==> src/rtl/dnsaaa_pkg.sv <==
// Shared types and constants for the DNS A-to-AAAA answer synthesizer.
package dnsaaa_pkg;

	typedef struct packed {
		logic [7:0] in_byte;
		logic       in_last;
	} in_item_t;

	typedef struct packed {
		logic [7:0] out_byte;
		logic       out_last;
	} out_item_t;

	// Emit command: the back end plays byte positions start..15 of a
	// sixteen-position frame (0..7 prefix_upper, 8..11 prefix_lower,
	// 12..14 held address bytes, 15 the current byte).
	typedef struct packed {
		logic [3:0]  start;
		logic [7:0]  data;
		logic        last;
		logic [23:0] hold;
	} cmd_t;

	localparam int QUEUE_DEPTH = 4;
	localparam int QUEUE_PTR_W = $clog2(QUEUE_DEPTH);
	localparam int QUEUE_CNT_W = $clog2(QUEUE_DEPTH + 1);

	localparam logic [3:0] POS_FIRST    = 4'd0;
	localparam logic [3:0] POS_ADDR_HI  = 4'd12;
	localparam logic [3:0] POS_ADDR_MID = 4'd13;
	localparam logic [3:0] POS_ADDR_LO  = 4'd14;
	localparam logic [3:0] POS_CURRENT  = 4'd15;

	localparam logic       REG_PREFIX_UPPER = 1'b0;
	localparam logic       REG_PREFIX_LOWER = 1'b1;
	localparam logic [63:0] PREFIX_UPPER_RESET = 64'h0;
	localparam logic [31:0] PREFIX_LOWER_RESET = 32'h0000_ffff;

endpackage

==> src/rtl/dnsaaa_front.sv <==
// Front end: parses the DNS response byte stream and queues emit commands.
module dnsaaa_front
	import dnsaaa_pkg::*;
(
	input  logic     clk,
	input  logic     arst_n,
	input  logic     accept,
	input  in_item_t in_item,
	output logic     push,
	output cmd_t     cmd
);

	localparam logic [3:0] PH_HEADER = 4'd0;
	localparam logic [3:0] PH_QLEN   = 4'd1;
	localparam logic [3:0] PH_QLABEL = 4'd2;
	localparam logic [3:0] PH_QFIXED = 4'd3;
	localparam logic [3:0] PH_ALEN   = 4'd4;
	localparam logic [3:0] PH_ALABEL = 4'd5;
	localparam logic [3:0] PH_APTR   = 4'd6;
	localparam logic [3:0] PH_AFIXED = 4'd7;
	localparam logic [3:0] PH_ADDR   = 4'd8;
	localparam logic [3:0] PH_RDATA  = 4'd9;
	localparam logic [3:0] PH_TRAIL  = 4'd10;

	localparam logic [3:0] HEADER_LEN  = 4'd12;
	localparam logic [3:0] QFIXED_LEN  = 4'd4;
	localparam logic [3:0] AFIXED_LEN  = 4'd10;
	localparam logic [7:0] PTR_MASK    = 8'hc0;
	localparam logic [7:0] TYPE_AAAA   = 8'd28;
	localparam logic [7:0] RDLEN_AAAA  = 8'd16;
	localparam logic [15:0] RDLEN_A    = 16'd4;

	logic [3:0]  phase_q, phase_d;
	logic [3:0]  fidx_q, fidx_d;
	logic [15:0] qleft_q, qleft_d;
	logic [15:0] aleft_q, aleft_d;
	logic [7:0]  lleft_q, lleft_d;
	logic [15:0] rdleft_q, rdleft_d;
	logic        is_a_q, is_a_d;
	logic        thz_q, thz_d;
	logic [23:0] hold_q, hold_d;

	logic [7:0]  b;
	logic [7:0]  ob;
	logic [3:0]  fidx_inc;
	logic [15:0] qleft_dec;
	logic [15:0] aleft_dec;
	logic [7:0]  lleft_dec;
	logic [15:0] rdleft_dec;
	logic [15:0] rd_full;
	logic        emit;
	logic [3:0]  start;
	logic [23:0] cmd_hold;

	assign b          = in_item.in_byte;
	assign fidx_inc   = fidx_q + 4'd1;
	assign qleft_dec  = qleft_q - 16'd1;
	assign aleft_dec  = aleft_q - 16'd1;
	assign lleft_dec  = lleft_q - 8'd1;
	assign rdleft_dec = rdleft_q - 16'd1;
	assign rd_full    = {rdleft_q[15:8], b};

	always_comb begin
		phase_d  = phase_q;
		fidx_d   = fidx_q;
		qleft_d  = qleft_q;
		aleft_d  = aleft_q;
		lleft_d  = lleft_q;
		rdleft_d = rdleft_q;
		is_a_d   = is_a_q;
		thz_d    = thz_q;
		hold_d   = hold_q;
		ob       = b;
		emit     = 1'b1;
		start    = POS_CURRENT;
		cmd_hold = hold_q;
		case (phase_q)
			PH_HEADER: begin
				if (fidx_q == 4'd4) qleft_d = {b, 8'h00};
				else if (fidx_q == 4'd5) qleft_d = {qleft_q[15:8], b};
				else if (fidx_q == 4'd6) aleft_d = {b, 8'h00};
				else if (fidx_q == 4'd7) aleft_d = {aleft_q[15:8], b};
				fidx_d = fidx_inc;
				if (fidx_inc >= HEADER_LEN) begin
					fidx_d = 4'd0;
					if (qleft_q != 16'd0) phase_d = PH_QLEN;
					else phase_d = (aleft_q != 16'd0) ? PH_ALEN : PH_TRAIL;
				end
			end
			PH_QLEN: begin
				if (b == 8'd0) begin
					phase_d = PH_QFIXED;
					fidx_d  = 4'd0;
				end else begin
					lleft_d = b;
					phase_d = PH_QLABEL;
				end
			end
			PH_QLABEL: begin
				lleft_d = lleft_dec;
				if (lleft_dec == 8'd0) phase_d = PH_QLEN;
			end
			PH_QFIXED: begin
				fidx_d = fidx_inc;
				if (fidx_inc >= QFIXED_LEN) begin
					fidx_d  = 4'd0;
					qleft_d = qleft_dec;
					if (qleft_dec != 16'd0) phase_d = PH_QLEN;
					else phase_d = (aleft_q != 16'd0) ? PH_ALEN : PH_TRAIL;
				end
			end
			PH_ALEN: begin
				if ((b & PTR_MASK) != 8'd0) begin
					phase_d = PH_APTR;
				end else if (b == 8'd0) begin
					phase_d = PH_AFIXED;
					fidx_d  = 4'd0;
				end else begin
					lleft_d = b;
					phase_d = PH_ALABEL;
				end
			end
			PH_ALABEL: begin
				lleft_d = lleft_dec;
				if (lleft_dec == 8'd0) phase_d = PH_ALEN;
			end
			PH_APTR: begin
				phase_d = PH_AFIXED;
				fidx_d  = 4'd0;
			end
			PH_AFIXED: begin
				if (fidx_q == 4'd0) begin
					thz_d = (b == 8'd0);
				end else if (fidx_q == 4'd1) begin
					is_a_d = thz_q && (b == 8'd1);
					if (is_a_d) ob = TYPE_AAAA;
				end else if (fidx_q == 4'd8) begin
					rdleft_d = {b, 8'h00};
				end else if (fidx_q == 4'd9) begin
					rdleft_d = rd_full;
					if (is_a_q && rd_full == RDLEN_A) ob = RDLEN_AAAA;
				end
				fidx_d = fidx_inc;
				if (fidx_inc >= AFIXED_LEN) begin
					fidx_d = 4'd0;
					if (is_a_d && rdleft_d == RDLEN_A) begin
						phase_d = PH_ADDR;
						hold_d  = 24'd0;
					end else if (rdleft_d == 16'd0) begin
						aleft_d = aleft_dec;
						phase_d = (aleft_dec != 16'd0) ? PH_ALEN : PH_TRAIL;
					end else begin
						phase_d = PH_RDATA;
					end
				end
			end
			PH_ADDR: begin
				if (in_item.in_last) begin
					// flush the held bytes unchanged, then this one
					start = POS_CURRENT - fidx_q;
				end else if (fidx_q < 4'd3) begin
					emit   = 1'b0;
					hold_d = {hold_q[15:0], b};
					fidx_d = fidx_inc;
				end else begin
					start   = POS_FIRST;
					fidx_d  = 4'd0;
					aleft_d = aleft_dec;
					phase_d = (aleft_dec != 16'd0) ? PH_ALEN : PH_TRAIL;
				end
			end
			PH_RDATA: begin
				rdleft_d = rdleft_dec;
				if (rdleft_dec == 16'd0) begin
					aleft_d = aleft_dec;
					phase_d = (aleft_dec != 16'd0) ? PH_ALEN : PH_TRAIL;
				end
			end
			default: begin
			end
		endcase
		// end of packet: return all parse state to reset
		if (in_item.in_last) begin
			phase_d  = PH_HEADER;
			fidx_d   = 4'd0;
			qleft_d  = 16'd0;
			aleft_d  = 16'd0;
			lleft_d  = 8'd0;
			rdleft_d = 16'd0;
			is_a_d   = 1'b0;
			thz_d    = 1'b0;
			hold_d   = 24'd0;
		end
	end

	assign push = accept && emit;
	assign cmd  = '{start: start, data: ob, last: in_item.in_last, hold: cmd_hold};

	always_ff @(posedge clk or negedge arst_n) begin
		if (!arst_n) begin
			phase_q  <= PH_HEADER;
			fidx_q   <= 4'd0;
			qleft_q  <= 16'd0;
			aleft_q  <= 16'd0;
			lleft_q  <= 8'd0;
			rdleft_q <= 16'd0;
			is_a_q   <= 1'b0;
			thz_q    <= 1'b0;
			hold_q   <= 24'd0;
		end else if (accept) begin
			phase_q  <= phase_d;
			fidx_q   <= fidx_d;
			qleft_q  <= qleft_d;
			aleft_q  <= aleft_d;
			lleft_q  <= lleft_d;
			rdleft_q <= rdleft_d;
			is_a_q   <= is_a_d;
			thz_q    <= thz_d;
			hold_q   <= hold_d;
		end
	end

endmodule

==> src/rtl/dnsaaa_queue.sv <==
// Small command queue between the parsing front end and the emitting back end.
module dnsaaa_queue
	import dnsaaa_pkg::*;
(
	input  logic clk,
	input  logic arst_n,
	input  logic push,
	input  cmd_t push_cmd,
	input  logic pop,
	output logic full,
	output logic head_valid,
	output cmd_t head_cmd
);

	cmd_t                   slot_q [QUEUE_DEPTH];
	logic [QUEUE_PTR_W-1:0] wr_ptr_q;
	logic [QUEUE_PTR_W-1:0] rd_ptr_q;
	logic [QUEUE_CNT_W-1:0] count_q;

	assign full       = (count_q == QUEUE_CNT_W'(QUEUE_DEPTH));
	assign head_valid = (count_q != '0);
	assign head_cmd   = slot_q[rd_ptr_q];

	always_ff @(posedge clk) begin
		if (push) slot_q[wr_ptr_q] <= push_cmd;
	end

	always_ff @(posedge clk or negedge arst_n) begin
		if (!arst_n) begin
			wr_ptr_q <= '0;
			rd_ptr_q <= '0;
			count_q  <= '0;
		end else begin
			if (push) wr_ptr_q <= wr_ptr_q + 1'b1;
			if (pop) rd_ptr_q <= rd_ptr_q + 1'b1;
			case ({push, pop})
				2'b10:   count_q <= count_q + 1'b1;
				2'b01:   count_q <= count_q - 1'b1;
				default: count_q <= count_q;
			endcase
		end
	end

endmodule

==> src/rtl/dnsaaa_back.sv <==
// Back end: plays each queued command out as result bytes into an output register.
module dnsaaa_back
	import dnsaaa_pkg::*;
(
	input  logic        clk,
	input  logic        arst_n,
	input  logic [63:0] prefix_upper,
	input  logic [31:0] prefix_lower,
	input  logic        head_valid,
	input  cmd_t        head_cmd,
	output logic        pop,
	output logic        out_valid,
	input  logic        out_ready,
	output out_item_t   out_item
);

	logic      active_q;
	logic [3:0] pos_q;
	logic      out_valid_q;
	out_item_t out_item_q;

	logic [3:0] pos;
	logic       load;
	logic [7:0] sel_byte;

	assign pos  = active_q ? pos_q : head_cmd.start;
	assign load = head_valid && (!out_valid_q || out_ready);
	assign pop  = load && (pos == POS_CURRENT);

	always_comb begin
		case (pos)
			POS_ADDR_HI:  sel_byte = head_cmd.hold[23:16];
			POS_ADDR_MID: sel_byte = head_cmd.hold[15:8];
			POS_ADDR_LO:  sel_byte = head_cmd.hold[7:0];
			POS_CURRENT:  sel_byte = head_cmd.data;
			default: begin
				if (!pos[3]) sel_byte = prefix_upper[{~pos[2:0], 3'b000} +: 8];
				else sel_byte = prefix_lower[{~pos[1:0], 3'b000} +: 8];
			end
		endcase
	end

	always_ff @(posedge clk or negedge arst_n) begin
		if (!arst_n) begin
			active_q    <= 1'b0;
			pos_q       <= 4'd0;
			out_valid_q <= 1'b0;
		end else begin
			if (load) begin
				out_valid_q <= 1'b1;
				if (pos == POS_CURRENT) begin
					active_q <= 1'b0;
				end else begin
					active_q <= 1'b1;
					pos_q    <= pos + 4'd1;
				end
			end else if (out_ready) begin
				out_valid_q <= 1'b0;
			end
		end
	end

	always_ff @(posedge clk) begin
		if (load) begin
			out_item_q.out_byte <= sel_byte;
			out_item_q.out_last <= head_cmd.last && (pos == POS_CURRENT);
		end
	end

	assign out_valid = out_valid_q;
	assign out_item  = out_item_q;

endmodule

==> src/rtl/dns_answer_a_to_aaaa_synthesizer.sv <==
// Top level of the DNS A-to-AAAA answer synthesizer.
// Rewrites an IPv4-side DNS response, one byte per transaction, into its IPv6-side
// form. The header (counts left as they are), questions and trailing sections pass
// through byte for byte. In each answer a type A (0x0001) becomes type AAAA (28);
// if its RDLENGTH is 4 the length goes out as 16 and the four address bytes are
// replaced by sixteen: the 96-bit prefix from prefix_upper (bytes 0..7, byte 0 in
// bits 63:56) and prefix_lower (bytes 8..11), then the IPv4 address. in_last
// closes a packet and restarts parsing at a new header; if it lands inside a held
// address, the held bytes go out unchanged ahead of it. Rate: the block takes one
// byte per cycle while the queue has room and delivers one byte per cycle while
// out_ready allows; a pass-through byte gives one output byte, an expanded address
// four inputs for sixteen outputs. The output side sets the pace: a four-entry
// command queue lets the parser run ahead of the emitter, and a full queue stalls
// in_ready. Write the prefix registers only while no packet is in flight.
module dns_answer_a_to_aaaa_synthesizer
	import dnsaaa_pkg::*;
(
	input  logic      clk,
	input  logic      arst_n,
	input  logic      cfg_wr_en,
	input  logic      cfg_index,
	input  logic [63:0] cfg_wr_data,
	input  logic      in_valid,
	output logic      in_ready,
	input  in_item_t  in_item,
	output logic      out_valid,
	input  logic      out_ready,
	output out_item_t out_item
);

	logic [63:0] prefix_upper_q;
	logic [31:0] prefix_lower_q;

	logic accept;
	logic push;
	cmd_t push_cmd;
	logic pop;
	logic full;
	logic head_valid;
	cmd_t head_cmd;

	// Configuration: plain register writes, no read-back.
	always_ff @(posedge clk or negedge arst_n) begin
		if (!arst_n) begin
			prefix_upper_q <= PREFIX_UPPER_RESET;
			prefix_lower_q <= PREFIX_LOWER_RESET;
		end else if (cfg_wr_en) begin
			case (cfg_index)
				REG_PREFIX_UPPER: prefix_upper_q <= cfg_wr_data;
				REG_PREFIX_LOWER: prefix_lower_q <= cfg_wr_data[31:0];
				default:          prefix_upper_q <= prefix_upper_q;
			endcase
		end
	end

	// Accept a byte whenever the command queue has room; bytes that only fill
	// the address hold push nothing.
	assign in_ready = !full;
	assign accept   = in_valid && in_ready;

	dnsaaa_front u_front (
		.clk     (clk),
		.arst_n  (arst_n),
		.accept  (accept),
		.in_item (in_item),
		.push    (push),
		.cmd     (push_cmd)
	);

	dnsaaa_queue u_queue (
		.clk        (clk),
		.arst_n     (arst_n),
		.push       (push),
		.push_cmd   (push_cmd),
		.pop        (pop),
		.full       (full),
		.head_valid (head_valid),
		.head_cmd   (head_cmd)
	);

	// Advance through each command's byte positions, one result per cycle while out_ready allows.
	dnsaaa_back u_back (
		.clk          (clk),
		.arst_n       (arst_n),
		.prefix_upper (prefix_upper_q),
		.prefix_lower (prefix_lower_q),
		.head_valid   (head_valid),
		.head_cmd     (head_cmd),
		.pop          (pop),
		.out_valid    (out_valid),
		.out_ready    (out_ready),
		.out_item     (out_item)
	);

endmodule
==> config.mk <==
export PLATFORM = sky130hd
export DESIGN_NAME = dns_answer_a_to_aaaa_synthesizer
export DESIGN_NICKNAME = d
export VERILOG_FILES = /design/src/rtl/dnsaaa_pkg.sv /design/src/rtl/dnsaaa_front.sv /design/src/rtl/dnsaaa_queue.sv /design/src/rtl/dnsaaa_back.sv /design/src/rtl/dns_answer_a_to_aaaa_synthesizer.sv
export SDC_FILE = /design/constraint.sdc
export NUM_CORES = 1
export LEC_CHECK = 0
export ABC_CLOCK_PERIOD_IN_PS = 4900
export BUFFER_PORTS_ARGS = -buffer_cell sky130_fd_sc_hd__buf_2
export CAP_MARGIN = 5
export CORE_ASPECT_RATIO = 0.6
export CORE_MARGIN = 3
export CORE_UTILIZATION = 62
export DETAILED_ROUTE_END_ITERATION = 10
export GPL_ROUTABILITY_DRIVEN = 0
export PLACE_DENSITY = 0.76
export SLEW_MARGIN = 25
export SYNTH_ARGS = -nofsm -noshare
export SYNTH_HDL_FRONTEND = slang
export SYNTH_HIERARCHICAL = 1
export SYNTH_SLANG_ARGS = --single-unit
export TNS_END_PERCENT = 5
==> constraint.sdc <==
create_clock -name clk -period 4.9 [get_ports clk]
set_clock_uncertainty 0.15 [all_clocks]
set_input_delay 0.98 -clock clk [delete_from_list [all_inputs] [get_ports clk]]
set_output_delay 0.98 -clock clk [all_outputs]
set_load 0.01 [all_outputs]
==> summary.txt <==
Place
  – Placed wire-length estimate after detailed placement: about 35000 um
  – Total of buffers placed on input and output ports: 89

Synthesis
  – Number of library cell types mapped by synthesis: 99
  – Warning count from the yosys run: 6
  – Most frequently used flop master after synthesis: sky130_fd_sc_hd__dfrtp_1
  – Number of instances in the synthesized netlist: between 1500 and 2000
  – Cell area after technology mapping: 0.0188 mm2
  – Flip-flop and latch count after synthesis: approximately 360
  – Average size of a mapped cell: 11.6 um2
  – Net count of the mapped netlist: 1731
  – EDFF count, synth: 157
  – Async set or reset register ratio after synthesis: between 50% and 60%
  – Portion of the post-synthesis area used by sequential elements: about half

Timing
  – Fin. max-slew vios: 0
  – F_max: approximately 240 MHz
  – Slew headroom: about a third
  – Final hold violation count: 0
  – Final cycle utilization of the critical path: between 80% and 90%
  – Slew at the pin closest to its max-slew limit: between 0.9 and 1 ns
  – Final setup violation count: 0
  – Final critical path time including I/O delays and setup: ~4.2 ns
  – RSZ-0062 raised after global routing: no
  – Accumulated negative setup slack: 0 ns

Worst setup path
  – Crit path launch type: register
  – Register-to-register path setup slack: 0.74 ns
  – Length in cells of the worst reg-to-reg path: 9
  – Data required, critical path: about 5.2 ns
  – Endpoint type of the worst setup path: register
  – Arrival time reported for the critical path endpoint: around 4.4 ns
  – Destination of the worst register-to-register timing path: u_queue/count_q[1]
  – Maximum fanout along the worst path: 22
  – Path type of the worst setup path: reg2reg
  – Origin of the critical flop-to-flop path: u_queue/rd_ptr_q[0]

Global routing
  – Total gr overflow: 0
  – Number of antenna violations at the first check in global routing: 0
  – Vias in the first global route: 13400
  – Maximum number of pins on one net before global-route repair: 79
  – Gr usage total: a little under a third
  – First-pass GRT wire length: ~80000 um

Clock tree
  – Resized cells post-CTS: 0
  – Clock tree root buffer cell: sky130_fd_sc_hd__clkbuf_16
  – # H-tree levels: 2
  – TritonCTS clock tree: yes
  – Longest Clk Path Bufs: 3
  – CTS clk-pin slew, worst paths: ~0.070 ns
  – # hold bufs at CTS: 0
  – Total clock buffers created by CTS: 34
  – Clk_lat worst skew: between 0.5 and 0.6 ns
  – Number of sinks on the clock net: about 360
  – Post-CTS setup-driven buffer insertion count: 0

Cells and area
  – Area occupied by registers: around 0.01 mm2
  – Layout overhead on the synthesized area: 8.95%
  – Final design utilization: 70.0%
  – Filler Cell Count: approximately 2100
  – Fraction of layout instances using a drive strength above 1: a little over a fifth
  – Area used by multi-input combinational logic: between 0.008 and 0.009 mm2
  – Final Net Count: between 1500 and 2000

Power
  – Share of power burned in the clock network: roughly 23%
  – Seq pwr share: around 36%
  – Leak pwr: between 0.008 and 0.009 uW
  – Internal power summed over all cells: around 7300 uW
  – Power density cells: 589 mW/mm2
  – Net switching component of the power: 4780 uW
  – Switching power as a share of total power: 39.5%
  – Share of total power in combinational logic: about two fifths
  – Peak supply drop: between 0.3 and 0.4 mV

Routing
  – Detailed-route via count: between 10000 and 15000
  – Drt total wl: around 52000 um
  – Antenna Nets Post-Route: 0
  – Detailed router's first-iteration violation count: around 2000
  – Avg Vias per Cell: between 6 and 7
  – DRT Pass-1 Iters: 8
  – Remaining DRCs: 0
  – Detail-routed net length per standard cell: between 20 and 25 um

Floorplan
  – Number of core rows: 48
  – Die Footprint: roughly 0.033 mm2
  – Die boundary height: between 100 and 150 um
  – Die extent in x: 231 um
  – Starting utilization of the core area: 64.2%
  – Ports: 90
  – Core box area: 0.0293 mm2

Job
  – Number of violations of the max-capacitance limit: 0

Run status
  – Result of the run: complete, no violations

Worst hold path
  – Worst min path class: in2async
## stage by stage
step / setup slack, ns / total power [uW] / instances / area, um2 / hold slack, ns
2_1_floorplan: 0.992 / 7710 / 1628 / 18800 / 0.299
3_3_place_gp: 1.03 / 8930 / 2030 / 19300 / 0.327
3_5_place_dp: 0.880 / 9070 / 2030 / 19300 / 0.330
4_1_cts: 0.829 / 11900 / 2092 / 20500 / 0.338
5_1_grt: 0.618 / 12600 / 2092 / 20500 / 0.354
6_report: 0.735 / 12100 / 2093 / 20500 / 0.322
## how the worst max path moves through the flow
| stage | from | endpoint |
|---|---|---|
| 5_1_grt | u_queue/rd_ptr_q[0] | u_queue/count_q[1] |
| 2_1_floorplan | in_item[0] | u_queue/slot_q[1][0] |
| 3_5_place_dp | u_queue/rd_ptr_q[0] | u_queue/count_q[1] |
| 3_3_place_gp | u_queue/rd_ptr_q[0] | u_queue/count_q[2] |
| 6_report | u_queue/rd_ptr_q[0] | u_queue/count_q[1] |
| 4_1_cts | u_queue/rd_ptr_q[0] | u_queue/count_q[1] |
## critical path: stages, from the launching register on
cell,delay [ns]
sky130_fd_sc_hd__dfrtp_2,0.74
sky130_fd_sc_hd__mux4_2,0.58
sky130_fd_sc_hd__mux2i_4,0.12
sky130_fd_sc_hd__inv_2,0.37
sky130_fd_sc_hd__ha_1,0.35
sky130_fd_sc_hd__a21boi_0,0.43
sky130_fd_sc_hd__and3_1,0.36
sky130_fd_sc_hd__ha_1,0.25
sky130_fd_sc_hd__fa_1,0.43
sky130_fd_sc_hd__mux2_2,0.27
## metal layers
layer  vias to the layer above  wire length, um  track usage, %
met1                      6987            22900            50.4
met5                         -                0               0
met2                       945            20800            41.2
met4                         0              880            6.51
met3                       106             7460            12.6
li1                       6188                -               -
## area by class of cell
cell class	instances	area share [%]
flip-flops and latches	356	47.4
inverters	29	0.531
multi-input cells	1132	40.8
repair buffers	113	3.22
clock inverters	12	0.818
diodes	1	0.0122
clock buffers	50	4.85
well taps	400	2.44
## cell usage after synthesis (all sizes together) (27+ instances only)
cell    count  area, um2
dfrtp     183       4580
mux4       37        833
o21ai     126        638
nand3      27        140
nand2     173        652
inv        29        109
mux2      101       1480
nor3       44        225
a21oi      74        374
buf        45        418
clkbuf     66        249
nor2      109        412
edfxtp    157       4710
## power groups by stage
stage | registers (uW) | logic, uW | clock network, uW
floorplan | 4150 | 3560 | 0
global placement | 4380 | 4550 | 0
detailed placement | 4410 | 4650 | 0
CTS | 4370 | 4720 | 2780
global route | 4460 | 5220 | 2910
finish | 4400 | 4940 | 2750
## flip-flops by register name, summed over array words and instances, names as in the netlist, 2 cells and up
name              count
u_queue/rd_ptr_q      2
prefix_lower_q       32
u_front/aleft_q      16
prefix_upper_q       64
u_queue/slot_q      148
u_back/pos_q          4
u_front/phase_q       4
u_queue/wr_ptr_q      2
u_front/cmd_hold     24
u_back/out_item       9
u_front/rdleft_q     16
u_front/fidx_q        4
u_queue/count_q       3
u_front/lleft_q       8
u_front/qleft_q      16
## placed cells by master (no fill, tap or decap), types with 10 or more instances in the layout
master	count
sky130_fd_sc_hd__dfrtp_1	182
sky130_fd_sc_hd__nand2_1	172
sky130_fd_sc_hd__edfxtp_1	157
sky130_fd_sc_hd__nor2_1	107
sky130_fd_sc_hd__o21ai_0	101
sky130_fd_sc_hd__mux2_4	90
sky130_fd_sc_hd__buf_2	88
sky130_fd_sc_hd__a21oi_1	73
sky130_fd_sc_hd__nor3_1	43
sky130_fd_sc_hd__clkbuf_16	37
sky130_fd_sc_hd__mux4_2	37
sky130_fd_sc_hd__inv_1	27
sky130_fd_sc_hd__nand3_1	26
sky130_fd_sc_hd__o22ai_1	24
sky130_fd_sc_hd__o31ai_1	24
sky130_fd_sc_hd__o21ai_1	23
sky130_fd_sc_hd__ha_1	23
sky130_fd_sc_hd__buf_4	22
sky130_fd_sc_hd__a22o_1	21
sky130_fd_sc_hd__nor2b_1	20
sky130_fd_sc_hd__nand2b_1	20
sky130_fd_sc_hd__a211oi_1	17
sky130_fd_sc_hd__a22oi_1	17
sky130_fd_sc_hd__dfstp_2	16
sky130_fd_sc_hd__nor3b_1	14
sky130_fd_sc_hd__xor2_1	14
sky130_fd_sc_hd__mux2i_1	13
sky130_fd_sc_hd__o211ai_1	12
sky130_fd_sc_hd__nand4_1	12
sky130_fd_sc_hd__xnor2_1	12
sky130_fd_sc_hd__nor4_1	12
sky130_fd_sc_hd__mux2_2	11
sky130_fd_sc_hd__clkbuf_1	11
sky130_fd_sc_hd__o21a_1	11
sky130_fd_sc_hd__a21o_1	10
sky130_fd_sc_hd__or3_1	10
## cell families (layout without fill, tap and decap cells)
| group | Yosys count | after routing | share of synthesized area (%) |
|---|---|---|---|
| DFF | 356 | 356 | 51.6 |
| xor gates and xnor gates | 26 | 26 | 1.21 |
| other | 0 | 1 | 0 |
| and+or+nand+nor | 503 | 503 | 13.2 |
| buffers and inverters | 140 | 204 | 4.12 |
| muxes | 154 | 154 | 13.2 |
| AOI/OAI and AO/OA | 425 | 425 | 15.0 |
| adders and majority gates | 24 | 24 | 1.64 |
Note: power is estimated with default switching activity, not from simulation.
